$ cat src/rtl/lsno_pkg.sv
package lsno_pkg;

	// scan geometry
	localparam int MAX_PINGS = 2048;
	localparam int PING_W    = $clog2(MAX_PINGS);

	// field widths
	localparam int RANGE_W = 16;
	localparam int SUM_W   = RANGE_W + 4;
	localparam int CFG_W   = RANGE_W;

	// configuration register indexes
	typedef enum logic [1:0] {
		REG_DIST_FLOOR   = 2'd0,
		REG_DIST_CEIL    = 2'd1,
		REG_WINDOW_START = 2'd2,
		REG_WINDOW_END   = 2'd3
	} cfg_reg_t;

	// settings the tracker needs
	typedef struct packed {
		logic [RANGE_W-1:0] dist_ceil;
		logic [PING_W-1:0]  window_start;
		logic [PING_W-1:0]  window_end;
	} track_cfg_t;

	// one clamped ping held in the input register
	typedef struct packed {
		logic               valid;
		logic [RANGE_W-1:0] sample;
		logic               clamped;
		logic               last;
	} ping_t;

endpackage

$ cat src/rtl/lsno_tracker.sv
module lsno_tracker (
	input  logic                         clk,
	input  logic                         arst_n,
	input  logic                         step,
	input  lsno_pkg::ping_t              ping,
	input  lsno_pkg::track_cfg_t         cfg,
	output logic [lsno_pkg::RANGE_W-1:0] nearest
);
	import lsno_pkg::*;

	logic [RANGE_W-1:0] tap_q [4];
	logic [1:0]         flag_q;
	logic [PING_W-1:0]  index_q;
	logic [RANGE_W-1:0] min_q;
	logic               min_valid_q;

	logic [SUM_W-1:0]   sum;
	logic [RANGE_W-1:0] smooth;
	logic [PING_W-1:0]  centre;
	logic               qualify;

	// 1-4-6-4-1 binomial sum over the current ping and four earlier ones
	always_comb begin
		sum = SUM_W'(tap_q[3])
			+ (SUM_W'(tap_q[2]) << 2)
			+ (SUM_W'(tap_q[1]) << 2) + (SUM_W'(tap_q[1]) << 1)
			+ (SUM_W'(tap_q[0]) << 2)
			+ SUM_W'(ping.sample);
		smooth = sum[SUM_W-1:4];
		centre = index_q - PING_W'(2);
	end

	// smoothed centre two pings back qualifies for the minimum
	always_comb begin
		qualify = (index_q >= PING_W'(2)) && !flag_q[1]
			&& (centre >= cfg.window_start) && (centre < cfg.window_end)
			&& (smooth < cfg.dist_ceil)
			&& (!min_valid_q || smooth < min_q);
		if (qualify) begin
			nearest = smooth;
		end else if (min_valid_q) begin
			nearest = min_q;
		end else begin
			nearest = cfg.dist_ceil;
		end
	end

	// scan state, cleared after the last ping
	always_ff @(posedge clk or negedge arst_n) begin
		if (!arst_n) begin
			for (int k = 0; k < 4; k++) begin
				tap_q[k] <= '0;
			end
			flag_q      <= '0;
			index_q     <= '0;
			min_q       <= '0;
			min_valid_q <= 1'b0;
		end else if (step) begin
			if (ping.last) begin
				for (int k = 0; k < 4; k++) begin
					tap_q[k] <= '0;
				end
				flag_q      <= '0;
				index_q     <= '0;
				min_q       <= '0;
				min_valid_q <= 1'b0;
			end else begin
				tap_q[3] <= tap_q[2];
				tap_q[2] <= tap_q[1];
				tap_q[1] <= tap_q[0];
				tap_q[0] <= ping.sample;
				flag_q   <= {flag_q[0], ping.clamped};
				if (index_q != PING_W'(MAX_PINGS - 1)) begin
					index_q <= index_q + PING_W'(1);
				end
				if (qualify) begin
					min_q       <= smooth;
					min_valid_q <= 1'b1;
				end
			end
		end
	end

endmodule

$ cat src/rtl/lidar_scan_nearest_obstacle_core.sv
// Nearest-obstacle finder for a lidar scan. Range samples (mm) stream in one
// beat per clock; each is clamped to the configured floor and ceiling, smoothed
// by a 1-4-6-4-1 binomial filter (sum divided by 16, truncated), and the least
// smoothed value of an unclamped ping whose index lies in
// window_start..window_end-1 is tracked. On the beat marked last_of_scan one
// result beat carries that minimum, or the ceiling when no ping qualified, and
// the scan state clears. Each ping is clamped into the input register, then
// smoothed and compared in the tracker; a new beat is taken every clock, and
// input stall rises only while a last ping waits behind an untaken result.
// Write the configuration registers only while the block is idle.
module lidar_scan_nearest_obstacle_core (
	input  logic                         clk,
	input  logic                         arst_n,
	input  logic                         cfg_we,
	input  logic [1:0]                   cfg_index,
	input  logic [lsno_pkg::CFG_W-1:0]   cfg_data,
	input  logic                         in_valid,
	output logic                         in_stall,
	input  logic [lsno_pkg::RANGE_W-1:0] range_sample,
	input  logic                         last_of_scan,
	output logic                         out_valid,
	input  logic                         out_stall,
	output logic [lsno_pkg::RANGE_W-1:0] nearest_distance
);
	import lsno_pkg::*;

	logic [RANGE_W-1:0] dist_floor_q;
	logic [RANGE_W-1:0] dist_ceil_q;
	logic [PING_W-1:0]  window_start_q;
	logic [PING_W-1:0]  window_end_q;

	ping_t              ping_s1;
	logic               step;
	logic               in_take;
	logic [RANGE_W-1:0] clamp_val;
	logic               clamp_hit;
	track_cfg_t         track_cfg;
	logic [RANGE_W-1:0] nearest;
	logic               out_valid_q;
	logic [RANGE_W-1:0] result_q;

	// configuration registers
	always_ff @(posedge clk or negedge arst_n) begin
		if (!arst_n) begin
			dist_floor_q   <= '0;
			dist_ceil_q    <= '1;
			window_start_q <= PING_W'(2);
			window_end_q   <= '0;
		end else if (cfg_we) begin
			unique case (cfg_reg_t'(cfg_index))
				REG_DIST_FLOOR:   dist_floor_q   <= cfg_data[RANGE_W-1:0];
				REG_DIST_CEIL:    dist_ceil_q    <= cfg_data[RANGE_W-1:0];
				REG_WINDOW_START: window_start_q <= cfg_data[PING_W-1:0];
				REG_WINDOW_END:   window_end_q   <= cfg_data[PING_W-1:0];
				default: ;
			endcase
		end
	end

	// clamp the incoming sample
	always_comb begin
		priority if (range_sample <= dist_floor_q) begin
			clamp_val = dist_floor_q;
			clamp_hit = 1'b1;
		end else if (range_sample >= dist_ceil_q) begin
			clamp_val = dist_ceil_q;
			clamp_hit = 1'b1;
		end else begin
			clamp_val = range_sample;
			clamp_hit = 1'b0;
		end
	end

	// stage 1 moves on unless a last ping waits behind an untaken result
	assign step     = ping_s1.valid && !(ping_s1.last && out_valid_q && out_stall);
	assign in_stall = ping_s1.valid && !step;
	assign in_take  = in_valid && !in_stall;

	// input register
	always_ff @(posedge clk or negedge arst_n) begin
		if (!arst_n) begin
			ping_s1 <= '0;
		end else if (in_take) begin
			ping_s1.valid   <= 1'b1;
			ping_s1.sample  <= clamp_val;
			ping_s1.clamped <= clamp_hit;
			ping_s1.last    <= last_of_scan;
		end else if (step) begin
			ping_s1.valid <= 1'b0;
		end
	end

	assign track_cfg.dist_ceil    = dist_ceil_q;
	assign track_cfg.window_start = window_start_q;
	assign track_cfg.window_end   = window_end_q;

	// smoothing and window minimum
	lsno_tracker u_tracker (
		.clk     (clk),
		.arst_n  (arst_n),
		.step    (step),
		.ping    (ping_s1),
		.cfg     (track_cfg),
		.nearest (nearest)
	);

	// result register
	always_ff @(posedge clk or negedge arst_n) begin
		if (!arst_n) begin
			out_valid_q <= 1'b0;
		end else if (step && ping_s1.last) begin
			out_valid_q <= 1'b1;
		end else if (!out_stall) begin
			out_valid_q <= 1'b0;
		end
	end

	always_ff @(posedge clk) begin
		if (step && ping_s1.last) begin
			result_q <= nearest;
		end
	end

	assign out_valid        = out_valid_q;
	assign nearest_distance = result_q;

endmodule

$ cat config.mk
export PLATFORM = sky130hd
export DESIGN_NAME = lidar_scan_nearest_obstacle_core
export DESIGN_NICKNAME = d
export VERILOG_FILES = /design/src/rtl/lsno_pkg.sv /design/src/rtl/lsno_tracker.sv /design/src/rtl/lidar_scan_nearest_obstacle_core.sv
export SDC_FILE = /design/constraint.sdc
export NUM_CORES = 1
export LEC_CHECK = 0
export BUFFER_PORTS_ARGS = -buffer_cell sky130_fd_sc_hd__buf_2
export CAP_MARGIN = 15
export CORE_MARGIN = 2
export CORE_UTILIZATION = 40
export DETAILED_ROUTE_END_ITERATION = 12
export PLACE_DENSITY = 0.65
export SYNTH_ARGS = -nofsm -noshare
export SYNTH_HDL_FRONTEND = slang
export SYNTH_SLANG_ARGS = --single-unit
$ cat constraint.sdc
create_clock -name clk -period 14.35 [get_ports clk]
set_input_delay 0.7175 -clock clk [delete_from_list [all_inputs] [get_ports clk]]
set_output_delay 0.7175 -clock clk [all_outputs]
set_load 0.02 [all_outputs]
# == After elaboration in Yosys (flattened, before gate mapping) ==
# Cells that the tools add are included.
# totals
regBits,184
in_bits,40
out_inout_bits,18
word_cells,82
# classes
add_sub_neg,7
order_cmp,7
eq_ne,5
muxes,18
reduce_logical,27
# op_table
operator,n
2-to-1 mux 16 bit,6
2-to-1 mux 64 bit,1
adder 20 x 18 -> 20 bit,2
< comparator 16 bit,2
2-to-1 mux 11 bit,2
adder 20 x 16 -> 20 bit,1
adder 20 x 17 -> 20 bit,1
adder 16 x 18 -> 19 bit,1
greater-or-equal comparator 16 bit,1
less-or-equal comparator 16 bit,1
AND reduction 2 bit,6
"adder 11 x 1 -> 11 bit, second input constant",1
greater-or-equal comparator 11 bit,1
"greater-or-equal comparator 11 x 2 -> 1 bit, second input constant",1
logical AND 1 bit,11
< comparator 11 bit,1
"!= test 11 bit, second input constant",1
"subtractor 11 x 2 -> 11 bit, second input constant",1
2-to-1 mux 1 bit,8
nonzero test 2 bit,3
logical NOT 1 bit,5
"equality test 2 bit, second input constant",2
"equality test 2 x 1 -> 1 bit, second input constant",1
logical NOT 2 bit,1
other kinds (3),3

# == Depth between registers and ports, before layout ==
# Gate-level depths: netlist of run 1.
# depth
word_depth,10
depth_mapped,34

# == Modules after synthesis ==
# A second synthesis of run 1 with hierarchy kept.
# hier_totals
cells_unflattened,1299
hier_area_um2,12719.7
# by_module_without_submodules
module,instances,cells_per_inst,area_each_um2,seq_area_each_um2
lsno_tracker,1,950,8383.0,2352.3
lidar_scan_nearest_obstacle_core,1,349,4336.7,2353.5

# == Worst setup path before layout of run 1 ==
# No wires, ideal clock.
# synth_timing
kind,reg2reg
startpoint,reg u_tracker.tap_q[16] (netlist name)
endpoint,reg result_q[11] (netlist: nearest_distance[11]) (data pin)
arrival_ps,6620
t_required_ps,14088
path_slack_ps,7467
stages_incl_launch_ff,31
synth_period_minus_slack_ps,6883
path_cell_list,dfrtp_1 ha_1 inv_1 fa_1 nor2b_1 o21ai_0 a21boi_0 o21a_1 nor2_1 xnor2_1 fa_1 fa_1 inv_1 fa_1 inv_1 ha_1 a21o_1 a21oi_1 o21ai_1 a2111oi_1 o311ai_1 xnor2_1 inv_1 ha_1 nor2b_1 o21ai_0 nand3_1 nor4_1 nor3b_2 buf_2 mux2_1
# synth_via
elab_chain_cells,9
# synth_lines
element,line,source
"start, declared",lsno_tracker.sv:11,logic [RANGE_W-1:0] tap_q [4];
adder 16 x 18 -> 19 bit (*),lsno_tracker.sv:25,+ (SUM_W'(tap_q[2]) << 2)
adder 20 x 18 -> 20 bit (*),lsno_tracker.sv:26,+ (SUM_W'(tap_q[1]) << 2) + (SUM_W'(tap_q[1]) << 1)
adder 20 x 17 -> 20 bit (*),lsno_tracker.sv:26,
adder 20 x 18 -> 20 bit (*),lsno_tracker.sv:27,+ (SUM_W'(tap_q[0]) << 2)
adder 20 x 16 -> 20 bit (*),lsno_tracker.sv:28,+ SUM_W'(ping.sample);
"< comparator 16 bit, on equally long branches","lsno_tracker.sv:37, lsno_tracker.sv:38",
logical AND 1 bit / logical OR 1 bit (equally long branches),"lsno_tracker.sv:37, lsno_tracker.sv:38",
logical AND 1 bit,lsno_tracker.sv:38,&& (!min_valid_q || smooth < min_q);
2-to-1 mux 16 bit (*),lsno_tracker.sv:39,if (qualify) begin
via nearest[11],lidar_scan_nearest_obstacle_core.sv:38,logic [RANGE_W-1:0] nearest;
"end signal, assigned",lidar_scan_nearest_obstacle_core.sv:120,result_q <= nearest;
"end, declared",lidar_scan_nearest_obstacle_core.sv:40,logic [RANGE_W-1:0] result_q;
# The timed path passes the listed nets; every way through them passes the cells marked *.
# A chain may end at the register's enable or synchronous reset.

# == Final worst setup path of run 1 ==
# layout_timing
startpoint,reg u_tracker.tap_q[16] (netlist name)
endpoint,reg u_tracker.min_q[5]
# layout_via
elab_chain_cells,10
# layout_lines
element,line,source
adder 16 x 18 -> 19 bit (*),lsno_tracker.sv:25,
adder 20 x 18 -> 20 bit (*),lsno_tracker.sv:26,
adder 20 x 17 -> 20 bit (*),lsno_tracker.sv:26,
adder 20 x 18 -> 20 bit (*),lsno_tracker.sv:27,
adder 20 x 16 -> 20 bit (*),lsno_tracker.sv:28,
"< comparator 16 bit, on equally long branches","lsno_tracker.sv:37, lsno_tracker.sv:38",
logical AND 1 bit / logical OR 1 bit (equally long branches),"lsno_tracker.sv:37, lsno_tracker.sv:38",
logical AND 1 bit,lsno_tracker.sv:38,
nonzero test 2 bit (no source line),--,
AND reduction 2 bit (no source line),--,
"end signal, assigned",lsno_tracker.sv:77,min_q <= smooth;
"end, declared",lsno_tracker.sv:14,logic [RANGE_W-1:0] min_q;
# Every way passes the cells marked *; elsewhere a longest branch is shown, timed or not. The select of a mux whose other input is x is not followed.

==> results of run 1 <==
worst max-delay path, delay by kind of cell (launching register included):
| kind | cells | cell delay (ps) |
|---|---|---|
| compound gates | 9 | 2500 |
| xor+xnor | 1 | 200 |
| fa+ha+maj | 7 | 2710 |
| buf+inv | 4 | 470 |
| flops | 1 | 380 |
| simple gates | 9 | 1780 |
area by class of cell:
type	count	share of cell area [%]
Sequential cell	184	35.4
Timing Repair Buffer	66	2.70
Clock buffer	17	3.20
Antenna cell	1	0.0188
Clock inverter	15	1.47
Inverter	158	4.46
Multi-Input combinational cell	786	49.1
Tap cell	390	3.67
worst max path at each step:
stage	start	endpoint	slack, ps	cells after the start
2_1_floorplan	u_tracker.tap_q[16]	nearest_distance[11]	7470	30
3_3_place_gp	u_tracker.tap_q[16]	u_tracker.min_q[1]	6530	30
3_5_place_dp	u_tracker.tap_q[16]	u_tracker.min_q[1]	6380	30
4_1_cts	u_tracker.tap_q[16]	u_tracker.min_q[1]	6340	30
5_1_grt	u_tracker.tap_q[16]	u_tracker.min_q[7]	5580	30
6_report	u_tracker.tap_q[16]	u_tracker.min_q[5]	6230	30
cells by family after synthesis:
kind of cell,Yosys count,share of synthesized area [%]
AO/OA/AOI/OAI,266,15.0
flip-flops,184,39.2
AND/OR/NAND/NOR,242,9.59
XOR/XNOR,39,2.85
multiplexers,71,6.37
buffers and inverters,201,6.48
adder cells (fa/ha/maj),168,20.5
cell usage in the layout (no fill, tap or decap), types with 17 or more instances in the layout:
master / n
sky130_fd_sc_hd__mux2_2: 39
sky130_fd_sc_hd__o211ai_1: 21
sky130_fd_sc_hd__mux2i_1: 28
sky130_fd_sc_hd__nor2_1: 38
sky130_fd_sc_hd__a21oi_1: 43
sky130_fd_sc_hd__ha_1: 120
sky130_fd_sc_hd__xor2_1: 17
sky130_fd_sc_hd__nand3_1: 36
sky130_fd_sc_hd__xnor2_1: 22
sky130_fd_sc_hd__a22o_1: 61
sky130_fd_sc_hd__o21ai_0: 72
sky130_fd_sc_hd__fa_1: 48
sky130_fd_sc_hd__dfstp_2: 17
sky130_fd_sc_hd__buf_2: 56
sky130_fd_sc_hd__inv_1: 158
sky130_fd_sc_hd__clkbuf_16: 17
sky130_fd_sc_hd__dfrtp_1: 151
sky130_fd_sc_hd__nand2_1: 95
sequential cells by signal, indices dropped and copies added, names as in the netlist:
register	cells
window_start_q	11
u_tracker.min_q	16
dist_ceil_q	16
u_tracker.index_q	11
window_end_q	11
out_valid	1
u_tracker.flag_q	2
u_tracker.tap_q	64
nearest_distance	16
dist_floor_q	16
u_tracker.min_valid_q	1
ping_s1	19
cell usage after synthesis, drive strengths merged, types with 4 or more instances:
master	n
mux2i	28
buf	9
edfxtp	16
nand4	10
o21bai	6
o211ai	21
or2	4
ha	120
nand2	96
a22o	61
nor3	12
a21oi	43
nor2b	8
and3	6
nor2	39
dfstp	17
mux2	43
a2111oi	5
xnor2	22
a211oi	5
and2	4
dfrtp	151
a31oi	7
fa	48
and4	5
o21a	8
nor4	5
o21ai	78
xor2	17
a21o	12
nand2b	8
clkbuf	34
nand3	36
inv	158
stage by stage:
step	power (W)	std cells	hold slack [ps]
floorplan	0.00221	1171	422
global placement	0.00277	1584	459
detailed placement	0.00281	1584	465
CTS	0.00334	1616	300
global route	0.00366	1616	338
finish	0.00332	1617	291
metal layers:
layer  wire (um)  track usage [%]  share of wire, %  vias up
li1            -                -                 -     4166
met2       14300             33.7                49      217
met3        1340             2.88               4.6       56
met4         993             8.13               3.4        4
met5          19                0             0.065        -
met1       12700             26.3                43     4230
power by group through the flow:
stage	sequential, W	combinational, W	clock, W
floorplan	0.000737	0.00147	0
global placement	0.000773	0.00200	0
detailed placement	0.000776	0.00204	0
CTS	0.000767	0.00207	0.000508
global route	0.000782	0.00235	0.000530
finish	0.000766	0.00206	0.000496
==> flow_summary.toml, run 1 <==
[outcome]
result_of_the_run = "completed"

[synthesis]
mappedNetlistArea_um2 = 12000
synth_enable_flop_cells = 16
share_of_synthesized_flip_flops_with_an_asynchronous_set_or_reset_pct = 91.3
synth.avg_cell_area_um2 = 10.2
post_synth_inst_count = 1171
seq_area_frac_synth_pct = 39.2
synth_ff_type = "sky130_fd_sc_hd__dfrtp_1"
synth_top_area_share_pct = 31.5
yosysUniqueCellTypes = 65
yosys_register_bits = 184
syn-num-nets = 1379
synth.top_cells.by_area = "sky130_fd_sc_hd__dfrtp_1, sky130_fd_sc_hd__ha_1, sky130_fd_sc_hd__fa_1, sky130_fd_sc_hd__inv_1, sky130_fd_sc_hd__a22o_1"
library_cell_occupying_the_most_area_in_the_post_synthesis_netlist = "sky130_fd_sc_hd__dfrtp_1"
yosysWarnings = 0

[critical_path]
cp_data_required_time_ps = 14730
worstPathMaxFanout = 32
criticalPathCategory = "register to register"
critPathArrivalTime_ps = 8500
reg2reg_depth = 30
start_of_the_worst_register_to_register_path = "u_tracker.tap_q[16]"
worstSetupEndpointType = "register"
ff2ff_setup_slack_ps = 6230
timing.critical_path.slowest_stage_cell = "sky130_fd_sc_hd__a2111oi_0"
worst_setup_path_start_kind = "register"
crit_path_max_incr_delay_ps = 720
rr_endpoint = "u_tracker.min_q[5]"

[timing]
timing.final.setup_violations = 0
relSlewSlack_pct = 23.5
setup_total_negative_slack_ps = 0
finalCriticalPeriod_ps = 8120
final_max_slew_viol_count = 0
min_period_over_period_pct = 56.6
grt_setup_unrepaired = "false"
layout_setup_ws_ps = 6230
max_slew.worst_pin.slew_ps = 1150
number_of_failing_hold_endpoints_at_the_final_stage = 0
final.setup_skew_ps = 13.7
fmax_mhz = 123

[pwr]
gate_power_share_pct = 62.0
netSwitchingPower_w = 0.00161
pwr_density_cell_nw_per_um2 = 250
cellLeakagePower_nw = 6.31
ir_worst_vdd_mv = 0.139
switching_share_of_power_pct = 48.5
power.share.clock_pct = 14.9
p_seq_share_pct = 23.1
intPower_w = 0.00171

[cts]
tritoncts_clock_tree = "built"
cts-hold-fix-buffers = 0
cts.repair_timing.setup_buffer_count = 0
clock-root-buffer = "sky130_fd_sc_hd__clkbuf_16"
cts.clk_slew.worst_paths_ps = 80
clock_latency_ps = 450
htreeDepth = 4
maximum_count_of_clock_buffers_along_a_single_path = 2
cts_inserted_buffers = 17
cts_resized = 0
clock_sink_count = 184

[grt]
first_pass_grt_wire_length_um = 48800
grt_max_degree = 73
antenna_violations_before_repair = 3
grt_pass1_vias = 9006
grt_overflow_total = 0
grtUsageTotal_pct = 20.1

[layout]
post_route_cells_drive_above_1_share_pct = 13.7
area_growth_pct = 11.0
num-fill-cells = 2804
multi_input_area_um2 = 6540
final_core_utilization_pct = 45.0
final_net_count = 1421
regArea_um2 = 4710
layout.cell_area.non_filler_um2 = 13300

[floorplan]
die_width_um = 177
io_pins = 58
design.core.area_um2 = 29600
die_area_um2 = 31400
initial_utilization_pct = 40.6
die_y_um = 177
rows = 63

[placement]
dp_worst_setup_slack_ps = 6380
total_half_perimeter_wirelength_after_legalization_and_detailed_placement_um = 22100
io_buffers = 57
placedInstanceArea_um2 = 12700
gp_congestion = 0.879

[drt]
postRouteWirelength_um = 29500
antenna_violating_nets_post_route = 0
drcViolationCount = 0
1st_iter_drt_viols = 534
via_total_after_detailed_routing = 8673
post_drt_wl_per_cell_um = 18.2
drt-pass1-iter-count = 5
routed_via_density = 5.36

[job]
maxcap_viol_count = 0

[min_path]
type_of_the_tightest_min_delay_check = "input port to async pin"
No activity file was read; power rests on OpenSTA's default activity.
==> run 2, diff against run 1 <==
--- a/config.mk
+++ b/config.mk
@@ -10,7 +10,7 @@
 export CORE_MARGIN = 2
 export CORE_UTILIZATION = 40
 export DETAILED_ROUTE_END_ITERATION = 12
-export PLACE_DENSITY = 0.65
+export PLACE_DENSITY = 0.67
 export SYNTH_ARGS = -nofsm -noshare
 export SYNTH_HDL_FRONTEND = slang
 export SYNTH_SLANG_ARGS = --single-unit
==> constraint.sdc (replaced) <==
create_clock -name clk -period 7 [get_ports clk]
set_input_delay 0.35 -clock clk [delete_from_list [all_inputs] [get_ports clk]]
set_output_delay 0.35 -clock clk [all_outputs]
set_load 0.02 [all_outputs]
==> run 2 against run 1 <==
Clock skew increased by 2.7 ps. Register-to-register slack got worse by 6100 ps. Non-clock buffer count increased by 77. Core utilization increased by 4.1 points. Via count increased by 5.0%. Routed wire length increased by 6.1%. Critical endpoint is now nearest_distance[15]. Worst hold slack got worse by 280 ps. Worst setup slack got worse by 6100 ps. Maximum frequency increased by 19%.
==> flow_summary.toml, run 2 (synthesized netlist as in run 1, its figures left out) <==
[cts]
maximum_count_of_clock_buffers_along_a_single_path = 2
htreeDepth = 4
clock_latency_ps = 450
cts-hold-fix-buffers = 0
cts.clk_slew.worst_paths_ps = 80
cts_inserted_buffers = 17
clock_sink_count = 184
tritoncts_clock_tree = "built"
clock-root-buffer = "sky130_fd_sc_hd__clkbuf_16"

[job]
maxcap_viol_count = 0

[layout]
area_growth_pct = 21.1
largest-register = "u_tracker.tap_q"
leading_cell_types_in_the_layout_fill_and_taps_excluded = "sky130_fd_sc_hd__inv_1, sky130_fd_sc_hd__dfrtp_1, sky130_fd_sc_hd__ha_1"
finish.cell_count_without_fillers = 1694
largest_register_ffs = 64
num-fill-cells = 2613
largestRegisters = "u_tracker.tap_q x64, ping_s1 x19"
final_net_count = 1498
post_route_cells_drive_above_1_share_pct = 25.9
layout_commonest_cell = "sky130_fd_sc_hd__inv_1"
final_core_utilization_pct = 49.1

[floorplan]
io_pins = 58
die_area_um2 = 31400
die_y_um = 177
rows = 63
design.core.area_um2 = 29600
die_width_um = 177
initial_utilization_pct = 40.6

[grt]
grtUsageTotal_pct = 20.4
global_route_track_usage_on_met2_pct = 34.1
antenna_violations_before_repair = 1
first_pass_grt_wire_length_um = 49700
grt_overflow_total = 0
met3_usage_pct = 3.18
busiest_layer = "met2"
grt_pass1_vias = 9486
routing_usage_on_met1_pct = 27.0
grt_max_degree = 97

[placement]
io_buffers = 57
gp_congestion = 0.882
place_inst = 1640
total_half_perimeter_wirelength_after_legalization_and_detailed_placement_um = 22300

[critical_path]
criticalPathCategory = "register to register"
most_frequent_cell_on_the_critical_path = "sky130_fd_sc_hd__fa_1"
worst_setup_path_start_kind = "register"
worstPathMaxFanout = 7
cp_data_required_time_ps = 7200
critPathArrivalTime_ps = 7040
crit_path_max_incr_delay_ps = 530
timing.critical_path.slowest_stage_cell = "sky130_fd_sc_hd__fa_1"
worstSetupEndpointType = "register"

[timing]
final_max_slew_viol_count = 0
finalCriticalPeriod_ps = 6840
final.setup_skew_ps = 16.3
grt_setup_unrepaired = "true"
number_of_failing_hold_endpoints_at_the_final_stage = 0
timing.final.setup_violations = 0
fmax_mhz = 146
relSlewSlack_pct = 24.6
timing.hold.ws_ps = 6.69
min_period_over_period_pct = 97.8
max_slew.worst_pin.slew_ps = 1130

[drt]
drt-pass1-iter-count = 4
antenna_violating_nets_post_route = 0
post_drt_wl_per_cell_um = 18.4
routed_via_density = 5.37
drcViolationCount = 0
via_total_after_detailed_routing = 9105
1st_iter_drt_viols = 568
postRouteWirelength_um = 31200

[outcome]
result_of_the_run = "completed"

[min_path]
type_of_the_tightest_min_delay_check = "input port to async pin"
run 2: cell count changes in the layout (fill, tap and decap cells not counted), moves of 6 or more:
| cell | change |
|---|---|
| sky130_fd_sc_hd__buf_6 | +7 |
| sky130_fd_sc_hd__ha_1 | -17 |
| sky130_fd_sc_hd__buf_4 | +68 |
| sky130_fd_sc_hd__nor2_1 | -7 |
| sky130_fd_sc_hd__a21oi_1 | -14 |
| sky130_fd_sc_hd__a21oi_2 | +13 |
| sky130_fd_sc_hd__o21ai_2 | +6 |
| sky130_fd_sc_hd__o21ai_0 | -11 |
| sky130_fd_sc_hd__xnor2_1 | -6 |
| sky130_fd_sc_hd__inv_1 | -6 |
| sky130_fd_sc_hd__ha_4 | +15 |
| sky130_fd_sc_hd__inv_2 | +6 |
run 2: layer usage:
layer  share of wire, %  up-vias
met4                3.0        0
met5                  0        -
met2                 49      185
met3                3.6       60
li1                   -     4324
met1                 44     4536
run 2: cell type report:
cell class | instances | area, um2 | share of cell area [%]
Antenna cell | 1 | 2.50 | 0.0172
Tap cell | 390 | 488 | 3.36
Multi-Input combinational cell | 786 | 7170 | 49.4
Clock inverter | 13 | 133 | 0.913
Clock buffer | 19 | 443 | 3.05
Inverter | 158 | 593 | 4.08
Sequential cell | 184 | 4710 | 32.4
Timing Repair Buffer | 143 | 988 | 6.81
run 2: final timing paths:
| check | startpoint | end | slack, ps | cells after the start |
|---|---|---|---|---|
| worst max register to register | u_tracker.tap_q[16] | nearest_distance[15] | 160 | 31 |
| worst min-delay path | arst_n | u_tracker.tap_q[3] | 7 | 1 |
| worst min register to register | u_tracker.tap_q[63] | u_tracker.tap_q[47] | 480 | 2 |
| min in group clk | last_of_scan | ping_s1[0] | 120 | 3 |
| worst max-delay path | u_tracker.tap_q[16] | nearest_distance[15] | 160 | 31 |
| max in group asynchronous | arst_n | u_tracker.index_q[6] | 5480 | 2 |
run 2: worst max-delay path: cells and delay by family (launching register included):
| kind | cells | cell delay [ps] |
|---|---|---|
| buffers and inverters | 6 | 630 |
| AOI/OAI and AO/OA | 9 | 1570 |
| DFF | 1 | 360 |
| and+or+nand+nor | 7 | 930 |
| adders and majority gates | 7 | 2620 |
| muxes | 1 | 310 |
| xor gates and xnor gates | 1 | 170 |
run 2: per-stage QoR:
stage / worst slack [ps] / TNS (ps) / cell area, um2
2_1_floorplan: 117 / 0 / 12000
3_3_place_gp: -329 / -8320 / 13100
3_5_place_dp: -409 / -10530 / 13100
4_1_cts: -2.39 / -2.39 / 13900
5_1_grt: -157 / -3800 / 14500
6_report: 157 / 0 / 14500
run 2: what timing repair did:
| action | CTS | global route |
|---|---|---|
| buffers inserted | 10 | 15 |
| gates resized for setup | 28 | 104 |
| hold endpoints to repair | 0 | 0 |
| cloned | 0 | 0 |
| setup endpoints to repair | 33 | 33 |
| pin swaps | 13 | 76 |
Power of run 2 is left out: the tool's default activity adds up to more than one toggle a clock period on the data nets, which glitch-free logic cannot reach.
==> run 3, diff against run 2 <==
--- a/config.mk
+++ b/config.mk
@@ -7,10 +7,11 @@
 export LEC_CHECK = 0
 export BUFFER_PORTS_ARGS = -buffer_cell sky130_fd_sc_hd__buf_2
 export CAP_MARGIN = 15
-export CORE_MARGIN = 2
+export CORE_MARGIN = 5
 export CORE_UTILIZATION = 40
 export DETAILED_ROUTE_END_ITERATION = 12
-export PLACE_DENSITY = 0.67
+export PLACE_DENSITY = 0.55
+export RECOVER_POWER = 50
 export SYNTH_ARGS = -nofsm -noshare
 export SYNTH_HDL_FRONTEND = slang
 export SYNTH_SLANG_ARGS = --single-unit
==> run 3 against run 2 <==
Maximum frequency up 1.2%. First-iteration DRC count fell by 8.6%. Non-clock buffer count rose by 18. Via count is 2.0% lower. Die area up 6.9%. The flow now finishes with violations (max-capacitance violations, max-slew violations). Critical path depth shrank 3. Critical endpoint unchanged. Clock skew rose by 2.5 ps.
==> flow_summary.toml, run 3 (synthesized netlist as in run 1, its figures left out) <==
[grt]
grt_max_degree = 94
antenna_violations_before_repair = 0
first_pass_grt_wire_length_um = 50900
grtUsageTotal_pct = 19.3
grt_pass1_vias = 9262
grt_overflow_total = 0

[timing]
timing.final.setup_violations = 0
grt_setup_unrepaired = "true"
fmax_mhz = 148
number_of_failing_hold_endpoints_at_the_final_stage = 0
min_period_over_period_pct = 96.6
relSlewSlack_pct = -245
layout_setup_ws_ps = 239
max_slew.worst_pin.slew_ps = 5170
final.setup_skew_ps = 18.8
finalCriticalPeriod_ps = 6760
final_max_slew_viol_count = 171

[floorplan]
die_y_um = 183
rows = 63
design.core.area_um2 = 29600
die_width_um = 183
io_pins = 58
initial_utilization_pct = 40.5
die_area_um2 = 33600

[layout]
layout.cell_area.non_filler_um2 = 14600
finish.cell_count_without_fillers = 1711
largest-register = "u_tracker.tap_q"
antenna_cells = 0
area_growth_pct = 21.8
post_route_cells_drive_above_1_share_pct = 24.5
final_net_count = 1516
largest_register_ffs = 64
layout_commonest_cell = "sky130_fd_sc_hd__inv_1"
largestRegisters = "u_tracker.tap_q x64, ping_s1 x19"
leading_cell_types_in_the_layout_fill_and_taps_excluded = "sky130_fd_sc_hd__inv_1, sky130_fd_sc_hd__dfrtp_1, sky130_fd_sc_hd__ha_1"

[critical_path]
worstSetupEndpointType = "register"
most_frequent_cell_on_the_critical_path = "sky130_fd_sc_hd__fa_1"
reg2reg_depth = 28
cp_data_required_time_ps = 7200
worstPathMaxFanout = 5
crit_path_max_incr_delay_ps = 520
worst_setup_path_start_kind = "register"
timing.critical_path.slowest_stage_cell = "sky130_fd_sc_hd__fa_1"
criticalPathCategory = "register to register"
critPathArrivalTime_ps = 6960

[cts]
clock_latency_ps = 460
htreeDepth = 4
maximum_count_of_clock_buffers_along_a_single_path = 2
cts-hold-fix-buffers = 0
clock-root-buffer = "sky130_fd_sc_hd__clkbuf_16"
clock_sink_count = 184
cts_inserted_buffers = 17
tritoncts_clock_tree = "built"
cts.clk_slew.worst_paths_ps = 80

[drt]
postRouteWirelength_um = 31600
1st_iter_drt_viols = 519
routed_via_density = 5.22
drcViolationCount = 0
antenna_violating_nets_post_route = 0
via_total_after_detailed_routing = 8923
post_drt_wl_per_cell_um = 18.5
drt-pass1-iter-count = 5

[placement]
placedInstanceArea_um2 = 13300
dp_worst_setup_slack_ps = -480
total_half_perimeter_wirelength_after_legalization_and_detailed_placement_um = 23200
place_inst = 1661
gp_congestion = 0.837
io_buffers = 57

[job]
maxcap_viol_count = 2

[min_path]
hold_path_depth = 3
type_of_the_tightest_min_delay_check = "input port to register"

[outcome]
failed_checks = "max-capacitance violations, max-slew violations"
result_of_the_run = "complete, but fails checks"
[run 3: changes by cell type in the layout (fill, tap and decap cells not counted), moves of 3 or more]
cell,change
sky130_fd_sc_hd__clkbuf_1,+20
sky130_fd_sc_hd__buf_2,-17
sky130_fd_sc_hd__buf_4,+13
sky130_fd_sc_hd__a21oi_2,-6
sky130_fd_sc_hd__a21oi_1,+5
sky130_fd_sc_hd__inv_8,+3
sky130_fd_sc_hd__nor2_2,-3
sky130_fd_sc_hd__xnor2_2,+3
[run 3: what timing repair did]
| action | in CTS | in global routing |
|---|---|---|
| buffers inserted | 4 | 11 |
| resized for setup | 39 | 85 |
| gates cloned | 1 | 1 |
| setup endpoints to repair | 33 | 33 |
| pin swaps | 20 | 53 |
[run 3: metrics by stage]
| stage | TNS, ps | util (%) | hold WS, ps |
|---|---|---|---|
| 2_1_floorplan | 0 | - | 54.4 |
| 3_3_place_gp | -12430 | 44.8 | 462 |
| 3_5_place_dp | -13920 | 44.8 | 465 |
| 4_1_cts | 0 | 47.4 | 35.8 |
| 5_1_grt | -1480 | 49.3 | 122 |
| 6_report | 0 | 49.3 | 103 |
[run 3: worst max-delay path, delay by kind of cell, from the launching register on]
family	cells	cell delay, ps
adder cells (fa/ha/maj)	7	2900
AO/OA/AOI/OAI	6	980
buffers and inverters	7	740
multiplexers	1	310
flip-flops	1	360
XOR/XNOR	2	240
AND/OR/NAND/NOR	5	960
[run 3: per-layer routing]
| layer | part of all wire, % | GRT usage (%) |
|---|---|---|
| met1 | 45 | 25.7 |
| met2 | 50 | 32.9 |
| met3 | 2.6 | 2.84 |
| met4 | 2.2 | 5.57 |
| met5 | 0 | 0 |
[run 3: area by class of cell]
class | instances | area (um2)
Timing Repair Buffer | 161 | 1110
Tap cell | 390 | 488
Fill cell | 2753 | 15000
Sequential cell | 184 | 4710
Multi-Input combinational cell | 786 | 7140
Clock buffer | 17 | 425
Clock inverter | 15 | 151
Inverter | 158 | 593
[run 3: final timing paths]
kind,start,end,slack [ps]
setup / recovery,u_tracker.tap_q[16],nearest_distance[15],240
max in group asynchronous,arst_n,ping_s1[6],1410
min in group asynchronous,arst_n,u_tracker.tap_q[39],1790
hold reg to reg,u_tracker.tap_q[63],u_tracker.tap_q[47],480
setup reg to reg,u_tracker.tap_q[16],nearest_distance[15],240
hold / removal,last_of_scan,ping_s1[0],100
Power of run 3 is left out for the same reason.
